===== src/rtl/e2c_pkg.sv =====
// Shared constants, reciprocal factors and calendar helpers for the epoch converter.
`default_nettype none

package e2c_pkg;

    // Stages from input register to output register
    localparam int NUM_STAGES = 8;
    // Stages that belong to the date path (the last five)
    localparam int DATE_STAGES = 5;

    localparam int DAY_SECONDS     = 24 * 60 * 60;
    localparam int SECS_PER_HOUR   = 3600;
    localparam int SECS_PER_MINUTE = 60;
    localparam int DAYS_PER_YEAR   = 365;
    localparam int DAYS_PER_WEEK   = 7;
    localparam int EPOCH_YEAR      = 70;    // 1970 as years since 1900
    localparam int EPOCH_WEEKDAY   = 4;     // 1970-01-01 was a Thursday
    localparam int LEAP_BIAS       = 17;    // leap-day count of the years up to 1969
    localparam int NO_LEAP_YEAR    = 200;   // 2100 breaks the four-year rule
    localparam int LATE_CENTURY    = 201;   // from 2101 on, 2100 adds no leap day

    // (x * RECIP) >> SHIFT is floor(x / d) over the used range; DAY may be one low
    localparam logic [31:0] DAY_RECIP   = 32'd3257812230;
    localparam int          DAY_SHIFT   = 48;
    localparam logic [15:0] HOUR_RECIP  = 16'd37283;
    localparam int          HOUR_SHIFT  = 27;
    localparam logic [12:0] MIN_RECIP   = 13'd4370;
    localparam int          MIN_SHIFT   = 18;
    localparam logic [16:0] YEAR_RECIP  = 17'd91931;
    localparam int          YEAR_SHIFT  = 25;
    localparam logic [16:0] WEEK_RECIP  = 17'd74899;
    localparam int          WEEK_SHIFT  = 19;

    typedef logic [15:0] day_count_t;
    typedef logic [8:0]  yday_t;
    typedef logic [7:0]  year_t;
    typedef logic [3:0]  month_t;

    // Zero-based first day of each month
    function automatic yday_t month_start(input logic leap, input month_t idx);
        yday_t base;
        case (idx)
            4'd0:    base = 9'd0;
            4'd1:    base = 9'd31;
            4'd2:    base = 9'd59;
            4'd3:    base = 9'd90;
            4'd4:    base = 9'd120;
            4'd5:    base = 9'd151;
            4'd6:    base = 9'd181;
            4'd7:    base = 9'd212;
            4'd8:    base = 9'd243;
            4'd9:    base = 9'd273;
            4'd10:   base = 9'd304;
            4'd11:   base = 9'd334;
            default: base = 9'd0;
        endcase
        if (leap && (idx >= 4'd2) && (idx <= 4'd11))
        begin
            base = base + 9'd1;
        end
        return base;
    endfunction

    // Gregorian leap rule for years 1969..2106 given as years since 1900
    function automatic logic year_is_leap(input year_t y);
        return (y[1:0] == 2'b00) && (y != 8'(NO_LEAP_YEAR));
    endfunction

endpackage

`default_nettype wire


===== src/rtl/e2c_in_if.sv =====
// Input channel: one epoch timestamp per beat.
`default_nettype none

interface e2c_in_if;
    logic        valid;
    logic        ready;
    logic [31:0] epoch_seconds;

    modport source (output valid, output epoch_seconds, input ready);
    modport sink   (input valid, input epoch_seconds, output ready);
endinterface

`default_nettype wire


===== src/rtl/e2c_out_if.sv =====
// Output channel: one broken-down calendar record per beat.
`default_nettype none

interface e2c_out_if;
    logic       valid;
    logic       ready;
    logic [7:0] year_since_1900;
    logic [8:0] day_of_year;
    logic [3:0] month_index;
    logic [4:0] day_of_month;
    logic [2:0] weekday;
    logic [4:0] hour_of_day;
    logic [5:0] minute_of_hour;
    logic [5:0] second_of_minute;

    modport source (output valid, output year_since_1900, output day_of_year,
                    output month_index, output day_of_month, output weekday,
                    output hour_of_day, output minute_of_hour, output second_of_minute,
                    input ready);
    modport sink   (input valid, input year_since_1900, input day_of_year,
                    input month_index, input day_of_month, input weekday,
                    input hour_of_day, input minute_of_hour, input second_of_minute,
                    output ready);
endinterface

`default_nettype wire


===== src/rtl/e2c_date.sv =====
// Date path: day count to year, day of year, month, day of month and weekday.
`default_nettype none

module e2c_date (
    input  wire logic                                clk,
    input  wire logic [e2c_pkg::DATE_STAGES-1:0]     en,
    input  wire e2c_pkg::day_count_t                 days,
    output e2c_pkg::year_t                           year,
    output e2c_pkg::yday_t                           yday,
    output e2c_pkg::month_t                          month,
    output logic [4:0]                               mday,
    output logic [2:0]                               wday
);
    import e2c_pkg::*;

    // Stage A: reciprocal multiplies for /365 and /7
    logic [32:0]  yprod;
    logic [33:0]  wprod;
    logic [16:0]  days_plus;
    year_t        yq_reg;
    logic [13:0]  wq_reg;
    day_count_t   days_a_reg;

    // Stage B: remainders
    logic [15:0]  ymod_full;
    logic [16:0]  wmod_full;
    yday_t        ymod_reg;
    year_t        year_b_reg;
    logic [2:0]   wday_b_reg;

    // Stage C: take off earlier leap days
    year_t        year_m1;
    logic [6:0]   leap_before;
    logic [9:0]   yday_c_next;
    logic [9:0]   yday_c_reg;
    year_t        year_c_reg;
    logic [2:0]   wday_c_reg;

    // Stage D: step back one year on underflow
    year_t        year_d_next;
    yday_t        yday_d_next;
    year_t        year_d_reg;
    yday_t        yday_d_reg;
    logic         leap_d_reg;
    logic [2:0]   wday_d_reg;

    // Stage E: month search
    month_t       month_e_next;
    logic [4:0]   mday_e_next;
    year_t        year_e_reg;
    yday_t        yday_e_reg;
    month_t       month_e_reg;
    logic [4:0]   mday_e_reg;
    logic [2:0]   wday_e_reg;

    always_comb
    begin
        days_plus = 17'(days) + 17'(EPOCH_WEEKDAY);
        yprod     = 33'(days) * 33'(YEAR_RECIP);
        wprod     = 34'(days_plus) * 34'(WEEK_RECIP);
    end

    always_comb
    begin
        ymod_full = days_a_reg - 16'(yq_reg) * 16'(DAYS_PER_YEAR);
        wmod_full = (17'(days_a_reg) + 17'(EPOCH_WEEKDAY)) - 17'(wq_reg) * 17'(DAYS_PER_WEEK);
    end

    always_comb
    begin
        year_m1     = year_b_reg - 8'd1;
        leap_before = 7'(year_m1[7:2]) - 7'(LEAP_BIAS)
                      - ((year_b_reg >= 8'(LATE_CENTURY)) ? 7'd1 : 7'd0);
        yday_c_next = 10'(ymod_reg) - 10'(leap_before);
    end

    always_comb
    begin
        if (yday_c_reg[9])
        begin
            year_d_next = year_c_reg - 8'd1;
            yday_d_next = 9'(yday_c_reg + 10'(DAYS_PER_YEAR)
                          + (year_is_leap(year_c_reg - 8'd1) ? 10'd1 : 10'd0));
        end
        else
        begin
            year_d_next = year_c_reg;
            yday_d_next = yday_c_reg[8:0];
        end
    end

    // Month tables are monotone: the last start not past the day wins
    always_comb
    begin
        month_e_next = '0;
        for (int k = 1; k < 12; k++)
        begin
            if (yday_d_reg >= month_start(leap_d_reg, 4'(k)))
            begin
                month_e_next = 4'(k);
            end
        end
        mday_e_next = 5'(yday_d_reg - month_start(leap_d_reg, month_e_next) + 9'd1);
    end

    always_ff @(posedge clk)
    begin
        if (en[0])
        begin
            yq_reg     <= yprod[YEAR_SHIFT+7:YEAR_SHIFT];
            wq_reg     <= wprod[WEEK_SHIFT+13:WEEK_SHIFT];
            days_a_reg <= days;
        end
        if (en[1])
        begin
            ymod_reg   <= ymod_full[8:0];
            year_b_reg <= yq_reg + 8'(EPOCH_YEAR);
            wday_b_reg <= wmod_full[2:0];
        end
        if (en[2])
        begin
            yday_c_reg <= yday_c_next;
            year_c_reg <= year_b_reg;
            wday_c_reg <= wday_b_reg;
        end
        if (en[3])
        begin
            year_d_reg <= year_d_next;
            yday_d_reg <= yday_d_next;
            leap_d_reg <= year_is_leap(year_d_next);
            wday_d_reg <= wday_c_reg;
        end
        if (en[4])
        begin
            year_e_reg  <= year_d_reg;
            yday_e_reg  <= yday_d_reg;
            month_e_reg <= month_e_next;
            mday_e_reg  <= mday_e_next;
            wday_e_reg  <= wday_d_reg;
        end
    end

    assign year  = year_e_reg;
    assign yday  = yday_e_reg;
    assign month = month_e_reg;
    assign mday  = mday_e_reg;
    assign wday  = wday_e_reg;

endmodule

`default_nettype wire


===== src/rtl/epoch_seconds_to_calendar_core.sv =====
// Top level: pipelined conversion of Unix epoch seconds to UTC calendar fields.
`default_nettype none

// Converts an unsigned 32-bit count of seconds since 1970-01-01 00:00:00 UTC
// into Gregorian UTC calendar fields (year since 1900, day of year, month,
// day of month, weekday, hour, minute, second). Every 32-bit value is a valid
// time; the largest one is 2106-02-07 06:28:15. Throughput is one beat per
// clock while the output takes results; there are eight register stages,
// stage 0 through stage 7, and stage 7 is the output register.
// That depth is set by the chain of constant-reciprocal multiplies (seconds to
// days, days to years and weekdays, seconds of day to hours and minutes),
// each followed by a register before its remainder is formed. Each stage has
// a valid bit and stalls only while it is full and the stage after it cannot
// take its contents, so bubbles are squeezed out under back-pressure and the
// input keeps taking beats while a result waits, until no stage is empty.
// There is no configuration and no memory; reset only clears the valid bits.

module epoch_seconds_to_calendar_core (
    input wire logic clk,
    input wire logic rst_n,
    e2c_in_if.sink   epoch,
    e2c_out_if.source calendar
);
    import e2c_pkg::*;

    // Per-stage valid bits and advance enables; adv[i] lets stage i load
    logic [NUM_STAGES-1:0] vld_reg;
    logic [NUM_STAGES:0]   adv;

    // Stage 0: reciprocal multiply for the day count
    logic [63:0]  day_prod;
    day_count_t   q0_reg;
    logic [31:0]  t0_reg;

    // Stage 1: remainder against the estimate
    logic [31:0]  rem_full;
    day_count_t   q1_reg;
    logic [17:0]  r1_reg;

    // Stage 2: correct an estimate that came out one low
    day_count_t   days2_next;
    logic [16:0]  sod2_next;
    day_count_t   days2_reg;
    logic [16:0]  sod2_reg;

    // Time-of-day path
    logic [32:0]  hour_prod;
    logic [4:0]   hour3_reg;
    logic [16:0]  sod3_reg;
    logic [16:0]  remh_full;
    logic [4:0]   hour4_reg;
    logic [11:0]  remh4_reg;
    logic [24:0]  min_prod;
    logic [4:0]   hour5_reg;
    logic [5:0]   min5_reg;
    logic [11:0]  remh5_reg;
    logic [11:0]  sec_full;
    logic [4:0]   hour6_reg;
    logic [5:0]   min6_reg;
    logic [5:0]   sec6_reg;
    logic [4:0]   hour7_reg;
    logic [5:0]   min7_reg;
    logic [5:0]   sec7_reg;

    always_comb
    begin
        adv[NUM_STAGES] = calendar.ready;
        for (int i = NUM_STAGES - 1; i >= 0; i--)
        begin
            adv[i] = !vld_reg[i] || adv[i+1];
        end
    end

    assign epoch.ready = adv[0];

    always_ff @(posedge clk or negedge rst_n)
    begin
        if (!rst_n)
        begin
            vld_reg <= '0;
        end
        else
        begin
            if (adv[0])
            begin
                vld_reg[0] <= epoch.valid;
            end
            for (int i = 1; i < NUM_STAGES; i++)
            begin
                if (adv[i])
                begin
                    vld_reg[i] <= vld_reg[i-1];
                end
            end
        end
    end

    // Day split: estimate is exact or one low, so one compare-subtract fixes it
    always_comb
    begin
        day_prod = 64'(epoch.epoch_seconds) * 64'(DAY_RECIP);
        rem_full = t0_reg - 32'(q0_reg) * 32'(DAY_SECONDS);
        if (r1_reg >= 18'(DAY_SECONDS))
        begin
            days2_next = q1_reg + 16'd1;
            sod2_next  = 17'(r1_reg - 18'(DAY_SECONDS));
        end
        else
        begin
            days2_next = q1_reg;
            sod2_next  = r1_reg[16:0];
        end
    end

    // Seconds of day to hour, minute, second
    always_comb
    begin
        hour_prod = 33'(sod2_reg) * 33'(HOUR_RECIP);
        remh_full = sod3_reg - 17'(hour3_reg) * 17'(SECS_PER_HOUR);
        min_prod  = 25'(remh4_reg) * 25'(MIN_RECIP);
        sec_full  = remh5_reg - 12'(min5_reg) * 12'(SECS_PER_MINUTE);
    end

    always_ff @(posedge clk)
    begin
        if (adv[0])
        begin
            q0_reg <= day_prod[DAY_SHIFT+15:DAY_SHIFT];
            t0_reg <= epoch.epoch_seconds;
        end
        if (adv[1])
        begin
            q1_reg <= q0_reg;
            r1_reg <= rem_full[17:0];
        end
        if (adv[2])
        begin
            days2_reg <= days2_next;
            sod2_reg  <= sod2_next;
        end
        if (adv[3])
        begin
            hour3_reg <= hour_prod[HOUR_SHIFT+4:HOUR_SHIFT];
            sod3_reg  <= sod2_reg;
        end
        if (adv[4])
        begin
            hour4_reg <= hour3_reg;
            remh4_reg <= remh_full[11:0];
        end
        if (adv[5])
        begin
            hour5_reg <= hour4_reg;
            min5_reg  <= min_prod[MIN_SHIFT+5:MIN_SHIFT];
            remh5_reg <= remh4_reg;
        end
        if (adv[6])
        begin
            hour6_reg <= hour5_reg;
            min6_reg  <= min5_reg;
            sec6_reg  <= sec_full[5:0];
        end
        if (adv[7])
        begin
            hour7_reg <= hour6_reg;
            min7_reg  <= min6_reg;
            sec7_reg  <= sec6_reg;
        end
    end

    // Date path runs alongside stages 3..7
    e2c_date u_date (
        .clk   (clk),
        .en    (adv[NUM_STAGES-1:NUM_STAGES-DATE_STAGES]),
        .days  (days2_reg),
        .year  (calendar.year_since_1900),
        .yday  (calendar.day_of_year),
        .month (calendar.month_index),
        .mday  (calendar.day_of_month),
        .wday  (calendar.weekday)
    );

    assign calendar.valid            = vld_reg[NUM_STAGES-1];
    assign calendar.hour_of_day      = hour7_reg;
    assign calendar.minute_of_hour   = min7_reg;
    assign calendar.second_of_minute = sec7_reg;

endmodule

`default_nettype wire

===== src/flat_wrapper.sv =====
// flat-port wrapper written by rule: the top's interface ports become plain ports
module epoch_seconds_to_calendar_core_flat import e2c_pkg::*;
  (clk, rst_n, epoch_valid, epoch_epoch_seconds, epoch_ready, calendar_valid, calendar_year_since_1900, calendar_day_of_year, calendar_month_index, calendar_day_of_month, calendar_weekday, calendar_hour_of_day, calendar_minute_of_hour, calendar_second_of_minute, calendar_ready);
  e2c_in_if epoch_i ();
  e2c_out_if calendar_i ();
  input wire logic clk;
  input wire logic rst_n;
  input wire logic [$bits(epoch_i.valid)-1:0] epoch_valid;
  input wire logic [$bits(epoch_i.epoch_seconds)-1:0] epoch_epoch_seconds;
  output wire logic [$bits(epoch_i.ready)-1:0] epoch_ready;
  output wire logic [$bits(calendar_i.valid)-1:0] calendar_valid;
  output wire logic [$bits(calendar_i.year_since_1900)-1:0] calendar_year_since_1900;
  output wire logic [$bits(calendar_i.day_of_year)-1:0] calendar_day_of_year;
  output wire logic [$bits(calendar_i.month_index)-1:0] calendar_month_index;
  output wire logic [$bits(calendar_i.day_of_month)-1:0] calendar_day_of_month;
  output wire logic [$bits(calendar_i.weekday)-1:0] calendar_weekday;
  output wire logic [$bits(calendar_i.hour_of_day)-1:0] calendar_hour_of_day;
  output wire logic [$bits(calendar_i.minute_of_hour)-1:0] calendar_minute_of_hour;
  output wire logic [$bits(calendar_i.second_of_minute)-1:0] calendar_second_of_minute;
  input wire logic [$bits(calendar_i.ready)-1:0] calendar_ready;
  assign epoch_i.valid = epoch_valid;
  assign epoch_i.epoch_seconds = epoch_epoch_seconds;
  assign epoch_ready = epoch_i.ready;
  assign calendar_valid = calendar_i.valid;
  assign calendar_year_since_1900 = calendar_i.year_since_1900;
  assign calendar_day_of_year = calendar_i.day_of_year;
  assign calendar_month_index = calendar_i.month_index;
  assign calendar_day_of_month = calendar_i.day_of_month;
  assign calendar_weekday = calendar_i.weekday;
  assign calendar_hour_of_day = calendar_i.hour_of_day;
  assign calendar_minute_of_hour = calendar_i.minute_of_hour;
  assign calendar_second_of_minute = calendar_i.second_of_minute;
  assign calendar_i.ready = calendar_ready;
  epoch_seconds_to_calendar_core u_core (.clk(clk), .rst_n(rst_n), .epoch(epoch_i), .calendar(calendar_i));
endmodule

===== config.mk =====
export PLATFORM = sky130hd
export DESIGN_NAME = epoch_seconds_to_calendar_core_flat
export DESIGN_NICKNAME = d
export VERILOG_FILES = /design/src/rtl/e2c_pkg.sv /design/src/rtl/e2c_in_if.sv /design/src/rtl/e2c_out_if.sv /design/src/rtl/e2c_date.sv /design/src/rtl/epoch_seconds_to_calendar_core.sv /design/src/flat_wrapper.sv
export SDC_FILE = /design/constraint.sdc
export NUM_CORES = 2
export LEC_CHECK = 0
export CAP_MARGIN = 25
export CORE_ASPECT_RATIO = 1.4
export CORE_MARGIN = 4
export CORE_UTILIZATION = 30
export CTS_CLUSTER_DIAMETER = 150
export DETAILED_ROUTE_END_ITERATION = 10
export DONT_BUFFER_PORTS = 1
export PLACE_DENSITY_LB_ADDON = 0.15
export SLEW_MARGIN = 20
export SYNTH_ARGS = -nofsm -noshare
export SYNTH_HDL_FRONTEND = slang
export SYNTH_SLANG_ARGS = --single-unit

===== constraint.sdc =====
create_clock -name clk -period 10.15 [get_ports clk]
set_clock_uncertainty 0.1 [all_clocks]
set_input_delay 1.015 -clock clk [delete_from_list [all_inputs] [get_ports clk]]
set_output_delay 1.015 -clock clk [all_outputs]
set_load 0.02 [all_outputs]

# == After elaboration in Yosys (flattened, before gate mapping) ==
# Memory sizes are Yosys's and may differ from the RTL's.
# Index checks and enable logic that the tools add are counted.
# word_totals
out_inout_bits,48
mem_bits_ro,144
ff_bits,316
memories,1
wordCells,143
input_bits,36
# classes
muxes,28
reduce_logical,22
mul,10
addsub,20
magnitude_cmp,15
n_eq_ne,2
# mem_list
memory,words,word_bits,rd,rd_clocked_by_memory_dff,wr,line_no,source
(name not given),16,9,1,0,0,e2c_pkg.sv:42,case (idx)
# op_table
operator,count
multiplier 32 x 31 -> 63 bit (second input constant),1
>= comparator 9 x 8 -> 1 bit,4
multiplier 16 x 17 -> 33 bit (second input constant),1
multiplier 17 x 17 -> 33 bit (second input constant),1
multiplier 17 x 16 -> 32 bit (second input constant),1
>= comparator 9 bit,3
multiplier 12 x 12 -> 23 bit (second input constant),1
2-to-1 mux 4 bit,5
>= comparator 18 x 17 -> 1 bit (second input constant),1
>= comparator 9 x 7 -> 1 bit,2
2-to-1 mux 3 bit,6
subtractor 18 bit,1
adder 16 x 3 -> 17 bit (second input constant),1
2-to-1 mux 17 bit,1
subtractor 17 bit (second input constant),1
adder 16 x 1 -> 16 bit (second input constant),1
multiplier 16 x 10 -> 11 bit (second input constant),1
2-to-1 mux 16 bit,1
inequality test 8 bit (second input constant),2
subtractor 8 x 1 -> 8 bit (second input constant),2
multiplier 14 x 3 -> 3 bit (second input constant),1
subtractor 12 bit,1
adder 5 x 1 -> 5 bit (second input constant),2
subtractor 9 x 7 -> 10 bit,1
other kinds (27),55

# == Depth between registers and ports, before layout ==
# logic_depth
depth_word,18
depth_mapped,24
depth_no_buf,24

# == Modules after synthesis ==
# A second synthesis with hierarchy kept.
# hier_totals
hier_cells,3441
area_unflattened_um2,39525.4
# modules_own_cells
mod,instances,seq_area_each_um2,area_each_um2,cells_per_inst
epoch_seconds_to_calendar_core,1,5785.5,25946.1,2237
e2c_date,1,3333.2,13579.3,1204

# == Worst setup path after synthesis ==
# Ideal clock, no wire load.
# synth_path
path_type,input port to flip-flop
start,input epoch_epoch_seconds[12]
end,"register u_core.q0_reg[6], data pin"
n_path_buf,0
t_arrival_ns,6.672
setup_ns,0.259
slack_ns,3.119
required_time_ns,9.791
path_stages,24
cell_sequence,fa_1 ha_1 inv_1 fa_1 inv_1 fa_1 inv_1 fa_1 inv_1 fa_1 fa_1 inv_1 fa_1 inv_1 ha_1 nand4_1 nor4_1 o21ai_0 a21oi_1 nor4_2 nand2b_1 o211ai_1 a21oi_1 xnor2_1
# synth_between
elab_chain_cells,1
# synth_lines
item,line_no,source
"start, declared",flat_wrapper.sv:9,input wire logic [$bits(epoch_i.epoch_seconds)-1:0] epoch_epoch_seconds;
multiplier 32 x 31 -> 63 bit,epoch_seconds_to_calendar_core.sv:101,day_prod = 64'(epoch.epoch_seconds) * 64'(DAY_RECIP);
named net u_core.day_prod[54],epoch_seconds_to_calendar_core.sv:31,logic [63:0] day_prod;
"end signal, assigned",epoch_seconds_to_calendar_core.sv:128,q0_reg <= day_prod[DAY_SHIFT+15:DAY_SHIFT];
"end, declared",epoch_seconds_to_calendar_core.sv:32,day_count_t q0_reg;
# The timed path passes the listed nets, and every way through them passes these cells.
# A chain may end at the register's enable or synchronous reset.

# == Worst setup path in the final report ==
# Ends and elaborated chain as after synthesis.

==> results.toml <==
[yosys]
ys_ff_latch = 305
synth_cells = 3418
yosysTopAreaCellShare_pct = 30.8
synth_ff_type = "edfxtp_1"
synthArstFlopShare_pct = 2.62
synth_fp_nets = 4901
avgSynthCellArea_sq_um = 11.5
synth.distinct_cells = 73
yosys_warnings = 0
synth-edff-count = 297
yosysSeqAreaShare_pct = 23.2
ys_top_cells_by_area = "ha_1 (31%), fa_1 (24%), edfxtp_1 (23%)"
synth_area_sq_mm = 0.0393
synth_top_area_cell = "ha_1"

[cells_and_area]
post-route-util_pct = 32.9
drive_gt1_share_pct = 2.55
regArea_sq_mm = 0.00912
multi_input_area_sq_mm = 0.0270
area_growth_pct = 8.49
nNetsFinal = 4943
num-fill-cells = 13237
n_antenna_cell = 0

[timing]
max_slew.worst_pin.slew_ns = 0.897
fmax_mhz = 139
maxSlewHeadroom_pct = 40.1
fin_tns_setup_ns = 0
slew_viol_final = 0
finalCriticalPeriod_ns = 7.19
setup_violations = 0
finalHoldViolations = 0
period_share_pct = 70.8
rsz0062_at_grt = "false"

[setup_path]
cpMostUsedCell = "fa_1"
cpPeakStageDelay_ns = 0.54
required_ns = 10.34
critPathArrivalTime_ns = 7.38
end_kind = "register"
critPathMaxFanout = 11
startpoint_type = "primary input"
crit_path_top_delay_cell = "fa_1"
path_buf_inv = 6
path_cells = "fa_1 > ha_1 > inv_1 > fa_1 > inv_1 > fa_1 > inv_1 > fa_1 > inv_1 > fa_1 > fa_1 > inv_1 > fa_1 > inv_1 > ha_1 > nand4_1 > nor4_1 > o21ai_0 > a21oi_1 > nor4_2 > nand2b_1 > o211ai_1 > a21oi_1 > xnor2_1"
crit_family = "adder cells"
crit_type = "primary input to register"

[detailed_routing]
routed_wl_um = 94700
via_per_inst = 4.45
dr.pass1.iters = 4
dr_total_vias = 23252
drc = 0
ant_nets = 0
drtIter0Drc = 752
routedWlPerCell_um = 18.1

[global_route]
grt_use_total_pct = 14.3
grt-ovfl-total = 0
grt_max_degree = 47
grt_pass1_wl_um = 150000
grt_pass1_vias = 26504
antenna_found_initial = 1

[place]
place_hpwl_um = 82200
gp_congestion = 0.812
io_buffers = 0

[clock_tree]
cts_buffers = 37
cts_sinks = 305
cts_setup_buffers = 0
ctsLongestPathBuffers = 3
cts_tree = "done"
cts-root-buf = "clkbuf_16"
cts-resized-gates = 0
cts_hold_buffers = 0
cts.clk_slew.worst_paths_ns = 0.06
cts-htree-levels = 2
clk_latency_ns = 0.55

[floorplanning]
io_pins = 84
row_count = 156
die_area_sq_mm = 0.137
coreArea_sq_mm = 0.130
initial_core_util_pct = 30.3
die_w_um = 314
die_height_um = 436

[worst_hold_path]
min-delay-path-class = "primary input to async pin"

[run_status]
status = "complete, no violations"

[flow_run]
maxCapViolCount = 0
[stage by stage]
stage / cell area, sq um / cells / hold slack (ns) / setup slack (ns)
2_1_floorplan: 39300 / 3418 / 0.300 / 3.12
6_report: 42700 / 5224 / 0.0544 / 2.96
5_1_grt: 42700 / 5224 / 0.0130 / 2.67
3_3_place_gp: 41600 / 5159 / 0.302 / 2.44
4_1_cts: 42700 / 5224 / 0.0101 / 2.95
3_5_place_dp: 41600 / 5159 / 0.305 / 2.37
[worst paths after layout]
check	startpoint	end	slack [ns]	cells past startpoint
worst max-delay path	epoch_epoch_seconds[12]	u_core.q0_reg[6]$_DFFE_PP_	2.96	24
worst max register to register	u_core.days2_reg[7]$_DFFE_PP_	u_core.u_date.wq_reg[2]$_DFFE_PP_	3.51	18
min in group clk	u_core.sod3_reg[1]$_DFFE_PP_	u_core.remh4_reg[1]$_DFFE_PP_	0.31	0
worst min register to register	u_core.sod3_reg[1]$_DFFE_PP_	u_core.remh4_reg[1]$_DFFE_PP_	0.31	0
worst min-delay path	rst_n	u_core.vld_reg[4]$_DFFE_PN0P_	0.05	0
max in group asynchronous	rst_n	u_core.vld_reg[2]$_DFFE_PN0P_	9.81	0
[layout by cell type (no fill, tap or decap), types with 24 or more instances in the layout]
cell       instances
edfxtp_1         297
nand2_1           88
nor2_1            60
fa_1             480
ha_1             967
inv_1            844
nand3_1           24
xor2_1            65
nor3_1            27
o21ai_0           52
a21o_1            47
xnor2_1          132
clkbuf_16         37
a21oi_1           93
[Yosys cell counts (all sizes together), types with 3 or more instances]
| master | instances |
|---|---|
| a2111o | 3 |
| a2111oi | 3 |
| a211oi | 11 |
| a21boi | 4 |
| a21o | 47 |
| a21oi | 94 |
| a311oi | 3 |
| a31oi | 5 |
| and2 | 3 |
| and3 | 12 |
| and4 | 3 |
| clkbuf | 5 |
| dfrtp | 8 |
| edfxtp | 297 |
| fa | 480 |
| ha | 967 |
| inv | 845 |
| nand2 | 89 |
| nand2b | 22 |
| nand3 | 26 |
| nand4 | 22 |
| nor2 | 60 |
| nor2b | 11 |
| nor3 | 27 |
| nor4 | 8 |
| o211ai | 5 |
| o21a | 12 |
| o21ai | 56 |
| o21bai | 18 |
| o221ai | 3 |
| o311ai | 6 |
| o31a | 3 |
| o31ai | 10 |
| or2 | 9 |
| or3 | 6 |
| xnor2 | 132 |
| xor2 | 65 |
[logic make-up after synthesis]
family | share of synthesized area [%]
AOI/OAI and AO/OA | 5.14
xor gates and xnor gates | 4.39
adders and majority gates | 55.2
buffers and inverters | 8.12
DFF | 23.2
muxes | 0.108
and+or+nand+nor | 3.88
[final cells by class]
type / instances / share of cell area [%]
inverter: 845 / 7.43
sequential: 305 / 21.4
multi-input combinational: 2262 / 63.4
clock inverter: 19 / 0.281
tap: 1738 / 5.09
timing repair buffer: 9 / 0.158
clock buffer: 46 / 2.32
[metal layers]
layer  global-route usage (%)  vias to the layer above  wire length (um)
li1                         -                    11391                 -
met1                     14.3                    11506             33700
met2                     30.0                      251             55800
met3                     1.46                      102              1920
met4                     4.22                        2              3260
met5                        0                        -                14
Power is left out: the tool's default activity adds up to more than one toggle a clock period on the data nets, which glitch-free logic cannot reach.
